`config.mk`:
```
export PLATFORM = sky130hd
export DESIGN_NAME = spinal_code_encoder_unit
export DESIGN_NICKNAME = d
export VERILOG_FILES = /design/src/design/spce_pkg.sv /design/src/design/spce_cfg.sv /design/src/design/spce_ctrl.sv /design/src/design/spce_dp.sv /design/src/design/spinal_code_encoder_unit.sv
export SDC_FILE = /design/constraint.sdc
export NUM_CORES = 2
export LEC_CHECK = 0
export ABC_AREA = 1
export BUFFER_PORTS_ARGS = -buffer_cell sky130_fd_sc_hd__buf_4
export CAP_MARGIN = 20
export CORE_MARGIN = 1
export CORE_UTILIZATION = 55
export DETAILED_ROUTE_END_ITERATION = 16
export HOLD_SLACK_MARGIN = 0.08
export PLACE_DENSITY_LB_ADDON = 0.1
export SLEW_MARGIN = 10
export SYNTH_ARGS = -nofsm -noshare
export SYNTH_HDL_FRONTEND = slang
export SYNTH_SLANG_ARGS = --single-unit
export TNS_END_PERCENT = 5
```
`constraint.sdc`:
```
create_clock -name aclk -period 22.6 [get_ports aclk]
set_input_delay 3.39 -clock aclk [delete_from_list [all_inputs] [get_ports aclk]]
set_output_delay 3.39 -clock aclk [all_outputs]
set_load 0.05 [all_outputs]
```
`src/design/spce_pkg.sv`:
```
// Shared types, constants and helper functions for the spinal code encoder.
package spce_pkg;

    localparam int unsigned MAX_CHUNK_BITS = 8;
    localparam int unsigned MAX_PASSES     = 64;
    localparam int unsigned MAX_PRECISION  = 16;

    localparam logic [31:0] MIX_C1  = 32'h9e37_79b9;
    localparam logic [31:0] MIX_C2  = 32'h85eb_ca6b;
    localparam logic [31:0] MIX_C3  = 32'hc2b2_ae35;
    localparam logic [31:0] SYM_C1  = 32'h2722_0a95;
    localparam logic [31:0] SYM_C2  = 32'hed5a_d4bb;

    typedef enum logic [1:0] {
        REG_SEED      = 2'd0,
        REG_BITS_STEP = 2'd1,
        REG_PASSES    = 2'd2,
        REG_PRECISION = 2'd3
    } reg_idx_t;

    typedef struct packed {
        logic [31:0] seed;
        logic [3:0]  bits_per_step;
        logic [6:0]  pass_count;
        logic [4:0]  symbol_precision;
    } cfg_t;

    typedef enum logic [3:0] {
        ST_NONE = 4'd0,
        ST_MIX0 = 4'd1,
        ST_MIX1 = 4'd2,
        ST_MIX2 = 4'd3,
        ST_SYM0 = 4'd4,
        ST_SYM1 = 4'd5,
        ST_SYM2 = 4'd6,
        ST_SYM3 = 4'd7,
        ST_SYM4 = 4'd8,
        ST_SYM5 = 4'd9
    } step_t;

    typedef struct packed {
        step_t      step;
        logic       in_load;
        logic [5:0] pass_idx;
        logic       last;
    } cmd_t;

    typedef struct packed {
        logic out_free;
    } stat_t;

    function automatic logic [6:0] eff_passes(input logic [6:0] v);
        logic [6:0] r;
        if (v == 7'd0) begin
            r = 7'd1;
        end else if (v > 7'(MAX_PASSES)) begin
            r = 7'(MAX_PASSES);
        end else begin
            r = v;
        end
        return r;
    endfunction

    function automatic logic [4:0] eff_prec(input logic [4:0] v);
        logic [4:0] r;
        if (v == 5'd0) begin
            r = 5'd1;
        end else if (v > 5'(MAX_PRECISION)) begin
            r = 5'(MAX_PRECISION);
        end else begin
            r = v;
        end
        return r;
    endfunction

    function automatic logic [7:0] chunk_mask(input logic [3:0] k);
        logic [4:0] ks;
        ks = ({1'b0, k} > 5'(MAX_CHUNK_BITS)) ? 5'(MAX_CHUNK_BITS) : {1'b0, k};
        return 8'((17'd1 << ks) - 17'd1);
    endfunction

    // floor(2^32 / (2^p + 1))
    function automatic logic [31:0] recip(input logic [4:0] p);
        logic [31:0] r;
        case (p)
            5'd1:    r = 32'h5555_5555;
            5'd2:    r = 32'h3333_3333;
            5'd3:    r = 32'h1C71_C71C;
            5'd4:    r = 32'h0F0F_0F0F;
            5'd5:    r = 32'h07C1_F07C;
            5'd6:    r = 32'h03F0_3F03;
            5'd7:    r = 32'h01FC_07F0;
            5'd8:    r = 32'h00FF_00FF;
            5'd9:    r = 32'h007F_C01F;
            5'd10:   r = 32'h003F_F003;
            5'd11:   r = 32'h001F_FC00;
            5'd12:   r = 32'h000F_FF00;
            5'd13:   r = 32'h0007_FFC0;
            5'd14:   r = 32'h0003_FFF0;
            5'd15:   r = 32'h0001_FFFC;
            5'd16:   r = 32'h0000_FFFF;
            default: r = 32'h5555_5555;
        endcase
        return r;
    endfunction

endpackage

```
`src/design/spce_cfg.sv`:
```
// APB register file holding the encoder configuration.
module spce_cfg (
    input  logic               aclk,
    input  logic               aresetn,
    input  logic               psel,
    input  logic               penable,
    input  logic               pwrite,
    input  logic [3:0]         paddr,
    input  logic [31:0]        pwdata,
    output logic [31:0]        prdata,
    output logic               pready,
    output spce_pkg::cfg_t     cfg
);
    import spce_pkg::*;

    cfg_t     cfg_reg;
    cfg_t     cfg_next;
    reg_idx_t idx;
    logic     wr_en;

    assign idx    = reg_idx_t'(paddr[3:2]);
    assign wr_en  = psel & penable & pwrite;
    assign pready = 1'b1;
    assign cfg    = cfg_reg;

    always_comb begin
        cfg_next = cfg_reg;
        if (wr_en) begin
            case (idx)
                REG_SEED:      cfg_next.seed             = pwdata;
                REG_BITS_STEP: cfg_next.bits_per_step    = pwdata[3:0];
                REG_PASSES:    cfg_next.pass_count       = pwdata[6:0];
                REG_PRECISION: cfg_next.symbol_precision = pwdata[4:0];
                default:       cfg_next = cfg_reg;
            endcase
        end
    end

    always_comb begin
        case (idx)
            REG_SEED:      prdata = cfg_reg.seed;
            REG_BITS_STEP: prdata = {28'd0, cfg_reg.bits_per_step};
            REG_PASSES:    prdata = {25'd0, cfg_reg.pass_count};
            REG_PRECISION: prdata = {27'd0, cfg_reg.symbol_precision};
            default:       prdata = 32'd0;
        endcase
    end

    always_ff @(posedge aclk) begin
        if (!aresetn) begin
            cfg_reg.seed             <= 32'd0;
            cfg_reg.bits_per_step    <= 4'd4;
            cfg_reg.pass_count       <= 7'd1;
            cfg_reg.symbol_precision <= 5'd8;
        end else begin
            cfg_reg <= cfg_next;
        end
    end

endmodule

```
`src/design/spce_ctrl.sv`:
```
// Controller: sequences the spine update and the per-pass symbol steps.
module spce_ctrl (
    input  logic               aclk,
    input  logic               aresetn,
    input  logic               s_tvalid,
    output logic               s_tready,
    input  logic [6:0]         pass_count,
    input  spce_pkg::stat_t    stat,
    output spce_pkg::cmd_t     cmd
);
    import spce_pkg::*;

    typedef enum logic [9:0] {
        S_IDLE = 10'b00_0000_0001,
        S_MIX0 = 10'b00_0000_0010,
        S_MIX1 = 10'b00_0000_0100,
        S_MIX2 = 10'b00_0000_1000,
        S_SYM0 = 10'b00_0001_0000,
        S_SYM1 = 10'b00_0010_0000,
        S_SYM2 = 10'b00_0100_0000,
        S_SYM3 = 10'b00_1000_0000,
        S_SYM4 = 10'b01_0000_0000,
        S_SYM5 = 10'b10_0000_0000
    } state_t;

    state_t     state_reg;
    state_t     state_next;
    logic [5:0] pass_reg;
    logic [5:0] pass_next;
    logic [6:0] passes;
    logic       last;

    assign passes   = eff_passes(pass_count);
    assign last     = ({1'b0, pass_reg} + 7'd1) == passes;
    assign s_tready = (state_reg == S_IDLE);

    always_comb begin
        state_next   = state_reg;
        pass_next    = pass_reg;
        cmd.step     = ST_NONE;
        cmd.in_load  = 1'b0;
        cmd.pass_idx = pass_reg;
        cmd.last     = last;
        case (state_reg)
            S_IDLE: begin
                if (s_tvalid) begin
                    cmd.in_load = 1'b1;
                    state_next  = S_MIX0;
                end
            end
            S_MIX0: begin
                cmd.step   = ST_MIX0;
                state_next = S_MIX1;
            end
            S_MIX1: begin
                cmd.step   = ST_MIX1;
                state_next = S_MIX2;
            end
            S_MIX2: begin
                cmd.step   = ST_MIX2;
                pass_next  = 6'd0;
                state_next = S_SYM0;
            end
            S_SYM0: begin
                cmd.step   = ST_SYM0;
                state_next = S_SYM1;
            end
            S_SYM1: begin
                cmd.step   = ST_SYM1;
                state_next = S_SYM2;
            end
            S_SYM2: begin
                cmd.step   = ST_SYM2;
                state_next = S_SYM3;
            end
            S_SYM3: begin
                cmd.step   = ST_SYM3;
                state_next = S_SYM4;
            end
            S_SYM4: begin
                cmd.step   = ST_SYM4;
                state_next = S_SYM5;
            end
            S_SYM5: begin
                cmd.step = ST_SYM5;
                if (stat.out_free) begin
                    if (last) begin
                        state_next = S_IDLE;
                    end else begin
                        pass_next  = pass_reg + 6'd1;
                        state_next = S_SYM0;
                    end
                end
            end
            default: state_next = S_IDLE;
        endcase
    end

    always_ff @(posedge aclk) begin
        if (!aresetn) begin
            state_reg <= S_IDLE;
            pass_reg  <= 6'd0;
        end else begin
            state_reg <= state_next;
            pass_reg  <= pass_next;
        end
    end

endmodule

```
`src/design/spce_dp.sv`:
```
// Datapath: spine register, shared multiplier, modulo reduction, output register.
module spce_dp (
    input  logic               aclk,
    input  logic               aresetn,
    input  spce_pkg::cmd_t     cmd,
    output spce_pkg::stat_t    stat,
    input  spce_pkg::cfg_t     cfg,
    input  logic [7:0]         in_chunk,
    input  logic               in_start,
    output logic               m_tvalid,
    input  logic               m_tready,
    output logic [23:0]        m_tdata,
    output logic               m_tlast
);
    import spce_pkg::*;

    logic [7:0]  chunk_reg;
    logic        start_reg;
    logic [31:0] spine_reg;
    logic [31:0] spine_next;
    logic [63:0] prod_reg;
    logic [31:0] x_reg;
    logic [17:0] r_reg;
    logic        vld_reg;
    logic        vld_next;
    logic [16:0] sym_reg;
    logic [5:0]  pidx_reg;
    logic        last_reg;

    logic [31:0] mul_a;
    logic [31:0] mul_b;
    logic        mul_en;
    logic [31:0] h;
    logic [31:0] t0;
    logic [31:0] t1;
    logic [31:0] q;
    logic [31:0] qm;
    logic [31:0] rem_full;
    logic [4:0]  prec;
    logic [15:0] half;
    logic [17:0] modulus;
    logic [17:0] r_corr;
    logic [16:0] sym_val;
    logic        out_load;

    assign prec    = eff_prec(cfg.symbol_precision);
    assign half    = 16'(17'd1 << (prec - 5'd1));
    assign modulus = 18'(18'd1 << prec) + 18'd1;

    assign stat.out_free = !vld_reg || m_tready;
    assign out_load      = (cmd.step == ST_SYM5) && stat.out_free;

    always_comb begin
        mul_a      = prod_reg[31:0];
        mul_b      = 32'd0;
        mul_en     = 1'b0;
        spine_next = spine_reg;
        h          = start_reg ? cfg.seed : spine_reg;
        t0         = 32'd0;
        t1         = 32'd0;
        case (cmd.step)
            ST_MIX0: begin
                t0     = h ^ (32'(chunk_reg & chunk_mask(cfg.bits_per_step)) + MIX_C1
                              + (h << 6) + (h >> 2));
                mul_a  = t0 ^ (t0 >> 16);
                mul_b  = MIX_C2;
                mul_en = 1'b1;
            end
            ST_MIX1: begin
                mul_a  = prod_reg[31:0] ^ (prod_reg[31:0] >> 13);
                mul_b  = MIX_C3;
                mul_en = 1'b1;
            end
            ST_MIX2: begin
                spine_next = prod_reg[31:0] ^ (prod_reg[31:0] >> 16);
            end
            ST_SYM0: begin
                mul_a  = {26'd0, cmd.pass_idx};
                mul_b  = SYM_C1;
                mul_en = 1'b1;
            end
            ST_SYM1: begin
                t1     = spine_reg ^ prod_reg[31:0];
                mul_a  = t1 ^ (t1 >> 17);
                mul_b  = SYM_C2;
                mul_en = 1'b1;
            end
            ST_SYM2: begin
                mul_a  = prod_reg[31:0] ^ (prod_reg[31:0] >> 11);
                mul_b  = MIX_C1;
                mul_en = 1'b1;
            end
            ST_SYM3: begin
                mul_a  = prod_reg[31:0] ^ (prod_reg[31:0] >> 16);
                mul_b  = recip(prec);
                mul_en = 1'b1;
            end
            default: begin
                mul_en = 1'b0;
            end
        endcase
    end

    // Quotient estimate is at most one short, so one correction step.
    assign q        = prod_reg[63:32];
    assign qm       = (q << prec) + q;
    assign rem_full = x_reg - qm;
    assign r_corr   = (r_reg >= modulus) ? (r_reg - modulus) : r_reg;
    assign sym_val  = r_corr[16:0] - {1'b0, half};

    always_comb begin
        vld_next = vld_reg;
        if (out_load) begin
            vld_next = 1'b1;
        end else if (m_tready) begin
            vld_next = 1'b0;
        end
    end

    always_ff @(posedge aclk) begin
        if (!aresetn) begin
            spine_reg <= 32'd0;
            vld_reg   <= 1'b0;
        end else begin
            spine_reg <= spine_next;
            vld_reg   <= vld_next;
        end
    end

    always_ff @(posedge aclk) begin
        if (cmd.in_load) begin
            chunk_reg <= in_chunk;
            start_reg <= in_start;
        end
        if (mul_en) begin
            prod_reg <= {32'd0, mul_a} * {32'd0, mul_b};
        end
        if (cmd.step == ST_SYM3) begin
            x_reg <= mul_a;
        end
        if (cmd.step == ST_SYM4) begin
            r_reg <= rem_full[17:0];
        end
        if (out_load) begin
            sym_reg  <= sym_val;
            pidx_reg <= cmd.pass_idx;
            last_reg <= cmd.last;
        end
    end

    assign m_tvalid = vld_reg;
    assign m_tdata  = {1'b0, pidx_reg, sym_reg};
    assign m_tlast  = last_reg;

endmodule

```
`src/design/spinal_code_encoder_unit.sv`:
```
// Spinal code encoder top level: APB configuration, input and symbol streams.
//
//  channel  | direction | handshake           | payload
//  ---------+-----------+---------------------+------------------------------------------
//  s_       | in        | s_tvalid/s_tready   | tdata[7:0] chunk, tuser start of message
//  m_       | out       | m_tvalid/m_tready   | tdata[16:0] symbol, [22:17] pass, tlast
//  apb      | in        | psel/penable/pready | 4 x 32-bit registers at 0x0..0xC
//
// Per item: an accept in idle, three spine-mix steps and six steps per symbol for
// each effective pass, all on the single shared 32x32 multiplier; no new chunk is
// taken until the item is done. A held symbol that m_tready does not take stalls
// the sequence at the output load. Reset is synchronous; the spine clears to zero.
module spinal_code_encoder_unit (
    input  logic        aclk,
    input  logic        aresetn,
    input  logic        s_tvalid,
    output logic        s_tready,
    input  logic [7:0]  s_tdata,   // [7:0] message_chunk
    input  logic        s_tuser,   // [0] start_of_message
    output logic        m_tvalid,
    input  logic        m_tready,
    output logic [23:0] m_tdata,   // [16:0] symbol, [22:17] pass_index, [23] zero
    output logic        m_tlast,   // last_of_step
    input  logic        psel,
    input  logic        penable,
    input  logic        pwrite,
    input  logic [3:0]  paddr,
    input  logic [31:0] pwdata,
    output logic [31:0] prdata,
    output logic        pready
);
    import spce_pkg::*;

    cfg_t  cfg;
    cmd_t  cmd;
    stat_t stat;

    spce_cfg u_cfg (
        .aclk    (aclk),
        .aresetn (aresetn),
        .psel    (psel),
        .penable (penable),
        .pwrite  (pwrite),
        .paddr   (paddr),
        .pwdata  (pwdata),
        .prdata  (prdata),
        .pready  (pready),
        .cfg     (cfg)
    );

    spce_ctrl u_ctrl (
        .aclk       (aclk),
        .aresetn    (aresetn),
        .s_tvalid   (s_tvalid),
        .s_tready   (s_tready),
        .pass_count (cfg.pass_count),
        .stat       (stat),
        .cmd        (cmd)
    );

    spce_dp u_dp (
        .aclk     (aclk),
        .aresetn  (aresetn),
        .cmd      (cmd),
        .stat     (stat),
        .cfg      (cfg),
        .in_chunk (s_tdata),
        .in_start (s_tuser),
        .m_tvalid (m_tvalid),
        .m_tready (m_tready),
        .m_tdata  (m_tdata),
        .m_tlast  (m_tlast)
    );

endmodule

```
==> results.py <==
metrics = {
    "power": {
        "p_int_uw": 955.8,
        "leakage_uw": 0.02620,
        "powerDensity_nw_per_um2": 35.28,
        "p_sw_share_pct": 45.02,
        "switchingPower_uw": 782.8,
        "power_frac_clock_pct": 22.1,
        "ir_worst_vdd_v": 0.00006236,
        "seqPwrFrac_pct": 25.7,
        "p_comb_share_pct": 52.1,
    },
    "clocking": {
        "cts-root-buf": "clkbuf_16",
        "insertion_delay_ps": 570,
        "cts_hold_buffers": 0,
        "htree_levels": 1,
        "cts_buffers": 23,
        "cts_buffer_depth": 3,
        "cts_sinks": 216,
        "cts_tree": "yes",
        "path_clk_slew_ps": 60,
        "cts.repair.resized": 0,
        "cts_setup_buffers": 0,
    },
    "synthesis": {
        "synth_xor_area_share_pct": 4.814,
        "yosysTopAreaCell": "fa_1",
        "synth_top_family_by_area": "adder cells",
        "netlist.area_leader.share_pct": 35.54,
        "yosys.area_share.simple_pct": 17.56,
        "synthMuxAreaShare_pct": 0.02141,
        "synth_compound_gate_area_share_pct": 7.327,
        "synth_cells": 5995,
        "ys_types": 71,
        "synthFlopType": "edfxtp_1",
        "ys_ff_latch": 216,
        "syn_area_um2": 46760,
        "ys_seq_area_share_pct": 11.80,
        "postSynthAreaPerCell_um2": 7.799,
        "synth_adder_area_share_pct": 44.66,
        "yosysWarningCount": 0,
        "async_flop_share_pct": 0,
        "synth_edf_count": 119,
        "synth_area_leaders": "fa_1 (36%), inv_1 (11%), nand2_1 (10%)",
    },
    "sta": {
        "finalClockSkew_ps": 35.34,
        "fmax_mhz": 75.65,
        "worst_pin_slew_ps": 1123,
        "finalSetupViolCount": 0,
        "finalHoldViolations": 0,
        "final_max_slew_viol_count": 0,
        "slew_headroom_pct": 25.04,
        "finalSetupTns_ps": 0,
        "fin_crit_ps": 13220,
        "rsz0062_at_grt": "no",
        "fin_crit_sh_pct": 58.49,
    },
    "die": {
        "io_pins": 112,
        "num_rows": 106,
        "initial_core_util_pct": 55.69,
        "die_area_um2": 86180,
        "core_area_um2": 83950,
        "die_y_um": 293.6,
        "die_w_um": 293.6,
    },
    "placement": {
        "dp.cells": 7060,
        "io_buffer_count": 107,
        "place_hpwl_um": 117900,
        "gp_congestion": 0.9781,
    },
    "critical_path": {
        "cp.arrival_ps": 13550,
        "r2r_end": "u_dp.prod_reg[48]",
        "start_kind": "flip-flop",
        "timing.critical_path.mode_cell": "fa_1",
        "cp.required_ps": 22930,
        "crit_path_top_delay_cell": "clkinv_1",
        "crit_family": "adder cells",
        "end_kind": "flip-flop",
        "rr_worst_depth": 44,
        "path_buf_inv": 10,
        "cp_max_fo": 63,
        "reg2reg_slack_ps": 9380,
        "max_stage_delay_ps": 990,
        "crit_type": "reg -> reg",
        "timing.rr.start": "u_dp.start_reg",
    },
    "layout": {
        "nFillCells": 7882,
        "largest_reg_flops": 50,
        "layout_commonest_cell": "inv_1",
        "final_nets": 7176,
        "final_cells": 7104,
        "final_cell_mix": "inv_1 (1410), nand2_1 (1256), fa_1 (830)",
        "drive_gt1_share_pct": 5.176,
        "n_antenna_cell": 0,
        "area_delta_synth_final_pct": 5.408,
    },
    "route": {
        "dr.first_iter.drc_count": 3368,
        "antenna_left": 0,
        "num_vias": 38890,
        "drt_pass1_iterations": 6,
        "drc_errors": 0,
        "routedWlPerCell_um": 20.99,
        "viasPerCell": 5.474,
        "drt-total-wl_um": 149100,
    },
    "global_route": {
        "overflow": 0,
        "grt_pass1_vias": 38850,
        "antenna_found_initial": 1,
        "grt_max_degree": 85,
        "grt_first_pass_wirelength_um": 229100,
        "track_usage_pct": 35.24,
    },
    "flow_run": {
        "maxCapViolCount": 0,
    },
    "run_status": {
        "status": "completed",
    },
    "min_path": {
        "hold_class": "reg -> reg",
        "hold_path_depth": 2,
        "min_from": "u_cfg.cfg[30]",
        "hold_end": "u_cfg.cfg[30]",
    },
}
==> how the worst max path moves through the flow <==
| stage | startpoint | endpoint | slack, ps | cells past startpoint |
|---|---|---|---|---|
| 3_5_place_dp | u_dp.start_reg | u_dp.prod_reg[48] | 9640 | 45 |
| 6_report | u_dp.start_reg | u_dp.prod_reg[48] | 9380 | 44 |
| 3_3_place_gp | u_dp.start_reg | u_dp.prod_reg[48] | 9660 | 44 |
| 2_1_floorplan | u_dp.start_reg | u_dp.prod_reg[42] | 12680 | 50 |
| 5_1_grt | u_dp.start_reg | u_dp.prod_reg[49] | 8880 | 48 |
| 4_1_cts | u_dp.start_reg | u_dp.prod_reg[48] | 9590 | 44 |
==> metrics by stage <==
| step | utilization, % | hold WS [ps] | setup WS (ps) | cell area (µm²) | power (µW) |
|---|---|---|---|---|---|
| final | 58.71 | 478.7 | 9381 | 49280 | 1739 |
| after global routing | 58.71 | 500.6 | 8879 | 49280 | 1857 |
| after CTS | 58.68 | 486.1 | 9593 | 49260 | 1738 |
| after detailed placement | 57.80 | 476.8 | 9639 | 48520 | 1346 |
| after global placement | 57.80 | 467.6 | 9663 | 48520 | 1337 |
| after floorplan | - | 402.9 | 12680 | 46760 | 1065 |
==> worst min-delay path: stages, from the launching register on <==
cell     delay, ps
dfxtp_1        300
inv_1           70
a21oi_1         60
==> cells in the mapped netlist (6+ instances only) <==
cell type and n:
a2111oi_0 11, a211oi_1 12, a21oi_1 228, a31oi_1 12
buf_1 10, buf_2 47, buf_4 8, clkbuf_1 177
clkinv_1 13, dfxtp_1 97, edfxtp_1 119, fa_1 830
ha_1 341, inv_1 1409, inv_2 21, nand2_1 1256
nand2_2 8, nand3_1 131, nand3b_1 16, nand4_1 21
nor2_1 559, nor2_2 10, nor3_1 23, nor4_1 7
o211ai_1 10, o21a_1 6, o21ai_0 208, o21ai_1 25
o21ai_2 7, o21bai_1 7, o221ai_1 9, o22ai_1 25
or2_2 12, xnor2_1 132, xor2_1 125
==> cell type report <==
type | count | area (µm²) | area share [%]
inverter | 1444 | 5423 | 11.00
multi-input combinational | 4091 | 34850 | 70.72
tap | 1134 | 1419 | 2.879
sequential | 216 | 5515 | 11.19
clock buffer | 26 | 618.1 | 1.254
clock inverter | 16 | 123.9 | 0.2513
timing repair buffer | 177 | 1334 | 2.706
==> kinds of logic (layout without fill, tap and decap cells) <==
kind of cell	Yosys count	in the layout
AO/OA/AOI/OAI	601	601
XOR/XNOR	257	257
adder cells (fa/ha/maj)	1171	1171
buffers and inverters	1689	1663
flip-flops	216	216
multiplexers	1	1
other	2	3
AND/OR/NAND/NOR	2058	2058
==> layer usage <==
layer  track usage (%)  vias to the layer above  part of all wire, %  routed length, µm
met5                 0                        -                    0                  0
met1             47.13                    19060                   41              60600
li1                  -                    17740                    -                  -
met4             15.40                        0                  5.2               7720
met2             56.58                     1744                   45              67380
met3             5.772                      340                  9.0              13430
==> power by group through the flow <==
stage	clock network, µW	logic [µW]	registers [µW]
2_1_floorplan	0	618	447
3_3_place_gp	0	882	455
3_5_place_dp	0	891	455
4_1_cts	392	900	447
5_1_grt	403	1010	447
6_report	385	906	447
Note: power is estimated with default switching activity, not from simulation.
